==> config.mk <==
export PLATFORM = sky130hd
export DESIGN_NAME = bnb_ln
export DESIGN_NICKNAME = d
export VERILOG_FILES = /design/src/hw/rtl/bnb_pkg.sv /design/src/hw/rtl/bnb_ln.sv
export SDC_FILE = /design/constraint.sdc
export NUM_CORES = 2
export LEC_CHECK = 0
export CELL_PAD_IN_SITES_DETAIL_PLACEMENT = 0
export CELL_PAD_IN_SITES_GLOBAL_PLACEMENT = 2
export CORE_ASPECT_RATIO = 0.9
export CORE_UTILIZATION = 40
export DETAILED_ROUTE_END_ITERATION = 16
export DONT_BUFFER_PORTS = 1
export GPL_ROUTABILITY_DRIVEN = 0
export PLACE_DENSITY_LB_ADDON = 0.1
export SETUP_SLACK_MARGIN = 0.5
export SLEW_MARGIN = 0
export SYNTH_ARGS = -nofsm -noshare
export SYNTH_HDL_FRONTEND = slang
export SYNTH_SLANG_ARGS = --single-unit
==> constraint.sdc <==
create_clock -name clk -period 8.2 [get_ports clk]
set_clock_uncertainty 0.15 [all_clocks]
set_input_delay 1.23 -clock clk [delete_from_list [all_inputs] [get_ports clk]]
set_output_delay 1.23 -clock clk [all_outputs]
set_load 0.02 [all_outputs]
==> src/hw/rtl/bnb_pkg.sv <==
package bnb_pkg;

	localparam int ACC_W     = 40;
	localparam int OP_W      = 3;
	localparam int IDX_W     = 10;
	localparam int NF_W      = 11;
	localparam int CFG_IDX_W = 1;

	localparam logic [OP_W-1:0] OP_CLEAR      = 3'd0;
	localparam logic [OP_W-1:0] OP_TRAIN_EX   = 3'd1;
	localparam logic [OP_W-1:0] OP_TRAIN_FEAT = 3'd2;
	localparam logic [OP_W-1:0] OP_FINALIZE   = 3'd3;
	localparam logic [OP_W-1:0] OP_SCORE_FEAT = 3'd4;
	localparam logic [OP_W-1:0] OP_SCORE_END  = 3'd5;

	localparam logic [CFG_IDX_W-1:0] REG_NUM_FEATURES = 1'b0;
	localparam logic [CFG_IDX_W-1:0] REG_THRESHOLD    = 1'b1;

	localparam logic [NF_W-1:0] NF_RESET = 11'd1024;

	// ln(2) in Q0.32, rounded
	localparam logic [31:0] LN2_Q32 = 32'd2977044472;

	localparam logic signed [ACC_W-1:0] S40_MAX = {1'b0, {(ACC_W-1){1'b1}}};
	localparam logic signed [ACC_W-1:0] S40_MIN = {1'b1, {(ACC_W-1){1'b0}}};

	function automatic logic signed [ACC_W-1:0] sat_add(
		input logic signed [ACC_W-1:0] a,
		input logic signed [ACC_W-1:0] b
	);
		logic [ACC_W:0] s;
		s = {a[ACC_W-1], a} + {b[ACC_W-1], b};
		if (s[ACC_W] != s[ACC_W-1])
			sat_add = s[ACC_W] ? S40_MIN : S40_MAX;
		else
			sat_add = s[ACC_W-1:0];
	endfunction

	function automatic logic signed [ACC_W-1:0] sat_sub(
		input logic signed [ACC_W-1:0] a,
		input logic signed [ACC_W-1:0] b
	);
		logic [ACC_W:0] s;
		s = {a[ACC_W-1], a} - {b[ACC_W-1], b};
		if (s[ACC_W] != s[ACC_W-1])
			sat_sub = s[ACC_W] ? S40_MIN : S40_MAX;
		else
			sat_sub = s[ACC_W-1:0];
	endfunction

endpackage

==> src/hw/rtl/bnb_ln.sv <==
module bnb_ln import bnb_pkg::*; #(
	parameter int XW        = 21,
	parameter int FRAC_BITS = 16
) (
	input  logic             clk,
	input  logic             arst_n,
	input  logic             start,
	input  logic [XW-1:0]    x,
	output logic             done,
	output logic [ACC_W-1:0] y
);

	localparam int EW  = $clog2(XW);
	localparam int LGW = EW + FRAC_BITS;
	localparam int KW  = $clog2(FRAC_BITS + 1);
	localparam int PW  = LGW + 32;
	localparam logic [PW:0] HALF = (PW+1)'(1) << 31;

	typedef enum logic [2:0] {L_IDLE, L_NORM, L_SQ, L_MUL, L_RND} lstate_t;

	lstate_t        state_q;
	logic [XW-1:0]  n_q;
	logic [EW-1:0]  e_q;
	logic [30:0]    m_q;
	logic [LGW-1:0] lg_q;
	logic [KW-1:0]  k_q;
	logic [PW-1:0]  p_q;

	logic [XW+30:0] nx;
	logic [30:0]    mant;
	logic [61:0]    sq;
	logic [31:0]    sh;
	logic [PW:0]    rs;

	always_comb begin
		nx   = {n_q, 31'b0};
		mant = nx[XW+30 -: 31];
		sq   = 62'(m_q) * 62'(m_q);
		sh   = sq[61:30];
		rs   = {1'b0, p_q} + HALF;
	end

	always_ff @(posedge clk or negedge arst_n) begin
		if (!arst_n) begin
			state_q <= L_IDLE;
			done    <= 1'b0;
			y       <= '0;
			n_q     <= '0;
			e_q     <= '0;
			m_q     <= '0;
			lg_q    <= '0;
			k_q     <= '0;
			p_q     <= '0;
		end else begin
			done <= (state_q == L_RND);
			unique case (state_q)
				L_IDLE: begin
					if (start) begin
						n_q     <= x;
						e_q     <= EW'(XW - 1);
						state_q <= L_NORM;
					end
				end
				L_NORM: begin
					// one bit of normalization a cycle
					if (n_q[XW-1] || e_q == '0) begin
						m_q     <= mant;
						lg_q    <= LGW'(e_q);
						k_q     <= '0;
						state_q <= L_SQ;
					end else begin
						n_q <= n_q << 1;
						e_q <= e_q - 1'b1;
					end
				end
				L_SQ: begin
					if (sh[31]) begin
						m_q  <= sh[31:1];
						lg_q <= {lg_q[LGW-2:0], 1'b1};
					end else begin
						m_q  <= sh[30:0];
						lg_q <= {lg_q[LGW-2:0], 1'b0};
					end
					k_q <= k_q + 1'b1;
					if (k_q == KW'(FRAC_BITS - 1))
						state_q <= L_MUL;
				end
				L_MUL: begin
					p_q     <= PW'(lg_q) * PW'(LN2_Q32);
					state_q <= L_RND;
				end
				L_RND: begin
					y       <= ACC_W'(rs[PW:32]);
					state_q <= L_IDLE;
				end
				default: state_q <= L_IDLE;
			endcase
		end
	end

endmodule

== Word-level counts from Yosys, hierarchy flattened ==
Index checks and enable logic that the tools add are counted.
Widths: inputs -> output; s select.

* Latch bits: 0
* Bits in read-only memories: 0
* Memories: 0
* Bits in writable memories: 0
* Register bits: 159
* Word-level logic and storage cells: 49
* Output and inout bits: 41

* Divide/modulo/power cells: 0
* Reduce and logical (&&, ||, !) cells: 8
* Multiplexer cells: 18
* $add $sub $neg: 3
* Equality and inequality tests: 9
* Multipliers: 2
* Shift operators: 0
* Order comparisons: 0
* Bitwise gates (word level): 0

{| class="wikitable"
|+ Operators by type and width
! cell !! number
|-
| $pmux 21 s2 || 2
|-
| $mux 21 || 3
|-
| $mul 31x31->62 || 1
|-
| $mux 31 || 2
|-
| $pmux 31 s2 || 1
|-
| $add 53x32->54 const B || 1
|-
| $mul 21x29->50 const B || 1
|-
| $pmux 5 s2 || 2
|-
| $mux 5 || 3
|-
| $pmux 3 s4 || 1
|-
| $mux 3 || 3
|-
| $ne 2x2->1 const B || 4
|-
| $eq 3x2->1 const B || 2
|-
| $reduce_and 3->1 || 2
|-
| $add 5x1->5 const B || 1
|-
| $eq 5x4->1 const B || 1
|-
| $logic_not 5->1 || 1
|-
| $sub 5x1->5 const B || 1
|-
| $reduce_bool 2->1 || 2
|-
| $eq 3x1->1 const B || 1
|-
| $eq 3x3->1 const B || 1
|-
| $logic_not 3->1 || 1
|-
| $reduce_and 2->1 || 1
|-
| $logic_or 1x1->1 || 1
|-
| $mux 1 || 1
|}

== Longest topological paths before layout ==
* Depth after elaboration: 4
* Mapped depth: 31
* Mapped depth without buffers: 27

== Worst setup path before layout ==
OpenSTA, ideal clock, no wires.

* Path type: reg2reg
* Start: register m_q[7]
* End: register m_q[3]
* Cell stages (with the launch flop): 28
* Setup time: 0.126 ns
* Clock period less this slack: 7.794 ns
* Data arrival time: 7.518 ns
* Slack: 0.406 ns
* Cell sequence: dfrtp_1 -> clkbuf_1 -> clkbuf_1 -> nand2_1 -> inv_1 -> fa_1 -> fa_1 -> inv_1 -> fa_1 -> fa_1 -> inv_1 -> fa_1 -> fa_1 -> fa_1 -> fa_1 -> ha_1 -> clkbuf_2 -> a21oi_1 -> o211ai_1 -> a2111oi_0 -> o31ai_1 -> a31oi_1 -> o31a_1 -> o41ai_1 -> or2_1 -> buf_6 -> buf_6 -> a221o_1

* Word-level cells in the longest chain between the ends: 3

{| class="wikitable"
|+ RTL lines
! what !! RTL line !! RTL
|-
| start, declared || bnb_ln.sv:24 || <nowiki>logic [30:0] m_q;</nowiki>
|-
| start signal, assigned || bnb_ln.sv:67 || <nowiki>m_q <= mant;</nowiki>
|-
| start signal, assigned || bnb_ln.sv:78 || <nowiki>m_q <= sh[31:1];</nowiki>
|-
| start signal, assigned || bnb_ln.sv:81 || <nowiki>m_q <= sh[30:0];</nowiki>
|-
| $mul 31x31->62 || bnb_ln.sv:38 || <nowiki>sq = 62'(m_q) * 62'(m_q);</nowiki>
|-
| $mux 31 || bnb_ln.sv:77 || <nowiki>if (sh[31]) begin</nowiki>
|-
| $pmux 31 s2 || bnb_ln.sv:56 || <nowiki>unique case (state_q)</nowiki>
|}

No other way between the ends.
A chain may end at the register's enable or synchronous reset.

== Worst setup path after layout ==
* Start: register m_q[9]
* End: register m_q[13]

Same word-level chain as after synthesis.

==> summary.md <==
| Metric | Value |
|---|---|
| Synth Flop Type | `dfrtp_1` |
| Share of cells above drive strength 1 | `a little under an eighth` |
| Worst path max stage delay | `between 0.5 and 0.6 ns` |
| Synthesized cell area | `between 40000 and 50000 um2` |
| Final count of hold timing violations | `0` |
| Ys async rst share | `100%` |
| Worst hold margin | `between 0.3 and 0.4 ns` |
| Worst-path fanout max | `12` |
| Endpoint class of the critical path | `register` |
| Num CTS Buffers | `17` |
| Clock sink total | `between 100 and 150` |
| Critical Path Source Type | `register` |
| FP Rows | `113` |
| Yosys cell types | `75` |
| GRT overflow | `0` |
| Fin crit share | `~100%` |
| Fmax | `125 MHz` |
| Total Negative Setup Slacks | `0 ns` |
| Data arrival, critical path | `8.18 ns` |
| WL final | `approximately 130 mm` |
| R2R Setup Slk | `~0.19 ns` |
| Vias in the first global route | `between 30000 and 40000` |
| Register area share after synthesis | `7.62%` |
| Fin util | `a little under half` |
| Die area | `roughly 110000 um2` |
| First-pass GRT wire length | `198 mm` |
| Initial core utilization | `between 40% and 50%` |
| Top post-synthesis cells by area | `fa_1 45%, ha_1 15%, inv_1 11%` |
| Crit Path Class | `reg2reg` |
| Count of state elements after synthesis | `approximately 130` |
| Syn-to-layout area delta | `12.9%` |
| Total GRT Usage | `24.2%` |
| Clock Pin Slew Worst Setup and Hold Paths | `~0.07 ns` |
| Pin count of the biggest net entering global routing | `around 130` |
| Headroom to the max-slew limit | `around 35%` |
| Vias per cell | `just under 5` |
| Initial antenna violation count | `5` |
| CTS Hold Bufs | `0` |
| CTS tree | `yes` |
| Max_cap viols | `0` |
| Synth top area share | `between 40 and 50%` |
| I/O Pins | `65` |
| Via Count | `approximately 30000` |
| Ys Warns | `0` |
| RSZ-0062 raised after global routing | `yes` |
| Die Y | `between 300 and 400 um` |
| Final Max Tran Viols | `0` |
| Register area | `roughly 3300 um2` |
| Core area | `106000 um2` |
| Multi-input gate area | `between 30000 and 40000 um2` |
| # setup viols final | `0` |
| Most common cell on crit path | `fa_1` |
| Post-synth top cells | `1264 x inv_1, 958 x fa_1, 510 x ha_1` |
| CTS root buf | `clkbuf_16` |
| Hpwl dp | `about 110 mm` |
| # DRC | `0` |
| CP max-delay cell | `fa_2` |
| Worst Hold Class | `in2async` |
| Yosys top cell by area | `fa_1` |
| Die width | `around 350 um` |
| Initial drt markers | `1732` |
| Actual slew at the worst max-slew pin | `a little under 1 ns` |
| FILL cells | `around 10000` |
| WL/cell | `between 20 and 25 um` |
| Number of nets in the layout | `6231` |
| EDFF count, synth | `0` |
| Cell with the most instances after synthesis | `inv_1` |
| Final ANT Viol Nets | `0` |
| Gate Count Post-Synth | `between 4000 and 5000` |
| Run status | `finished, final reports clean` |
| Min cycle time layout | `around 8 ns` |
| H-Tree Depth | `4` |
| IO Port Bufs | `0` |
| First-pass iteration count of the detailed router | `5` |
| Syn_area_per_cell | `~9.4 um2` |
| Worst Path Required | `8.37 ns` |
| Clk_lat worst skew | `roughly 0.5 ns` |
| Max clock buf depth | `2` |
==> repair_timing <==
item,CTS,global route
setup buffers,42,9
gates cloned,5,2
endpoints found under the hold margin,0,0
endpoints found under the setup margin,32,38
gates resized for setup,156,102
pin swaps,40,53
==> layout by cell type (no fill, tap or decap), types with 47 or more instances in the layout <==
| cell | count |
|---|---|
| a21o_1 | 61 |
| a21oi_1 | 121 |
| and2_1 | 178 |
| buf_4 | 242 |
| dfrtp_1 | 119 |
| fa_1 | 934 |
| ha_1 | 491 |
| inv_1 | 1254 |
| nand2_1 | 393 |
| nor2_1 | 115 |
| o21ai_0 | 101 |
| xnor2_1 | 49 |
| xor2_1 | 47 |
==> final timing paths <==
path                       depth (start not counted)             endpoint                start
max in group asynchronous                          0     y[3]$_DFFE_PN0P_               arst_n
setup reg to reg                                  28  m_q[13]$_DFFE_PN0P_   m_q[9]$_DFFE_PN0P_
setup / recovery                                  28  m_q[13]$_DFFE_PN0P_   m_q[9]$_DFFE_PN0P_
hold / removal                                     0  n_q[15]$_DFFE_PN0P_               arst_n
min in group clk                                   2  p_q[42]$_DFFE_PN0P_  p_q[42]$_DFFE_PN0P_
hold reg to reg                                    2  p_q[42]$_DFFE_PN0P_  p_q[42]$_DFFE_PN0P_
==> logic make-up (layout without fill, tap and decap cells) <==
| kind of cell | after synthesis | in the layout | share of synthesized area [%] |
|---|---|---|---|
| AOI/OAI and AO/OA | 474 | 474 | 7.09 |
| xor gates and xnor gates | 102 | 102 | 2.08 |
| adders and majority gates | 1468 | 1468 | 59.4 |
| buffers and inverters | 1440 | 1610 | 12.8 |
| DFF | 131 | 131 | 7.62 |
| muxes | 38 | 38 | 0.890 |
| other | 1 | 20 | 0.00872 |
| and+or+nand+nor | 911 | 911 | 10.0 |
==> state kept, by name (all words and copies together), names as in the netlist <==
register and count:
done 1, e_q 5, k_q 5, lg_q 21
m_q 31, n_q 21, p_q 22, state_q 3
y 22
==> through the flow <==
step	area (um2)	cells	setup slack (ns)
floorplan	43100	4582	0.514
global placement	46300	6042	-0.0559
detailed placement	46300	6042	-0.166
CTS	48000	6121	0.181
global route	48500	6133	-0.0179
finish	48500	6134	0.188
==> critical path, delay by kind of cell, from the launching register on <==
family | cells | cell delay [ns]
flops | 1 | 0.44
simple gates | 4 | 0.65
compound gates | 7 | 1.46
fa+ha+maj | 9 | 4.20
buf+inv | 8 | 0.93
==> final cells by class <==
| type | count | share of cell area, % |
|---|---|---|
| tap | 1380 | 3.56 |
| clock buffer | 21 | 0.969 |
| inverter | 1265 | 9.80 |
| sequential | 131 | 6.78 |
| timing repair buffer | 313 | 6.20 |
| antenna | 2 | 0.0103 |
| clock inverter | 11 | 0.196 |
| multi-input combinational | 3011 | 72.5 |
==> layer usage <==
layer  up-vias  wire length [um]  track usage, %
met4         0              1530            3.27
met1     15341             65500            38.1
li1      14107                 -               -
met3        69              6360            3.58
met2       638             54200            35.9
met5         -                 0               0
Power is left out: the tool's default activity adds up to more than one toggle a clock period on the data nets, which glitch-free logic cannot reach.
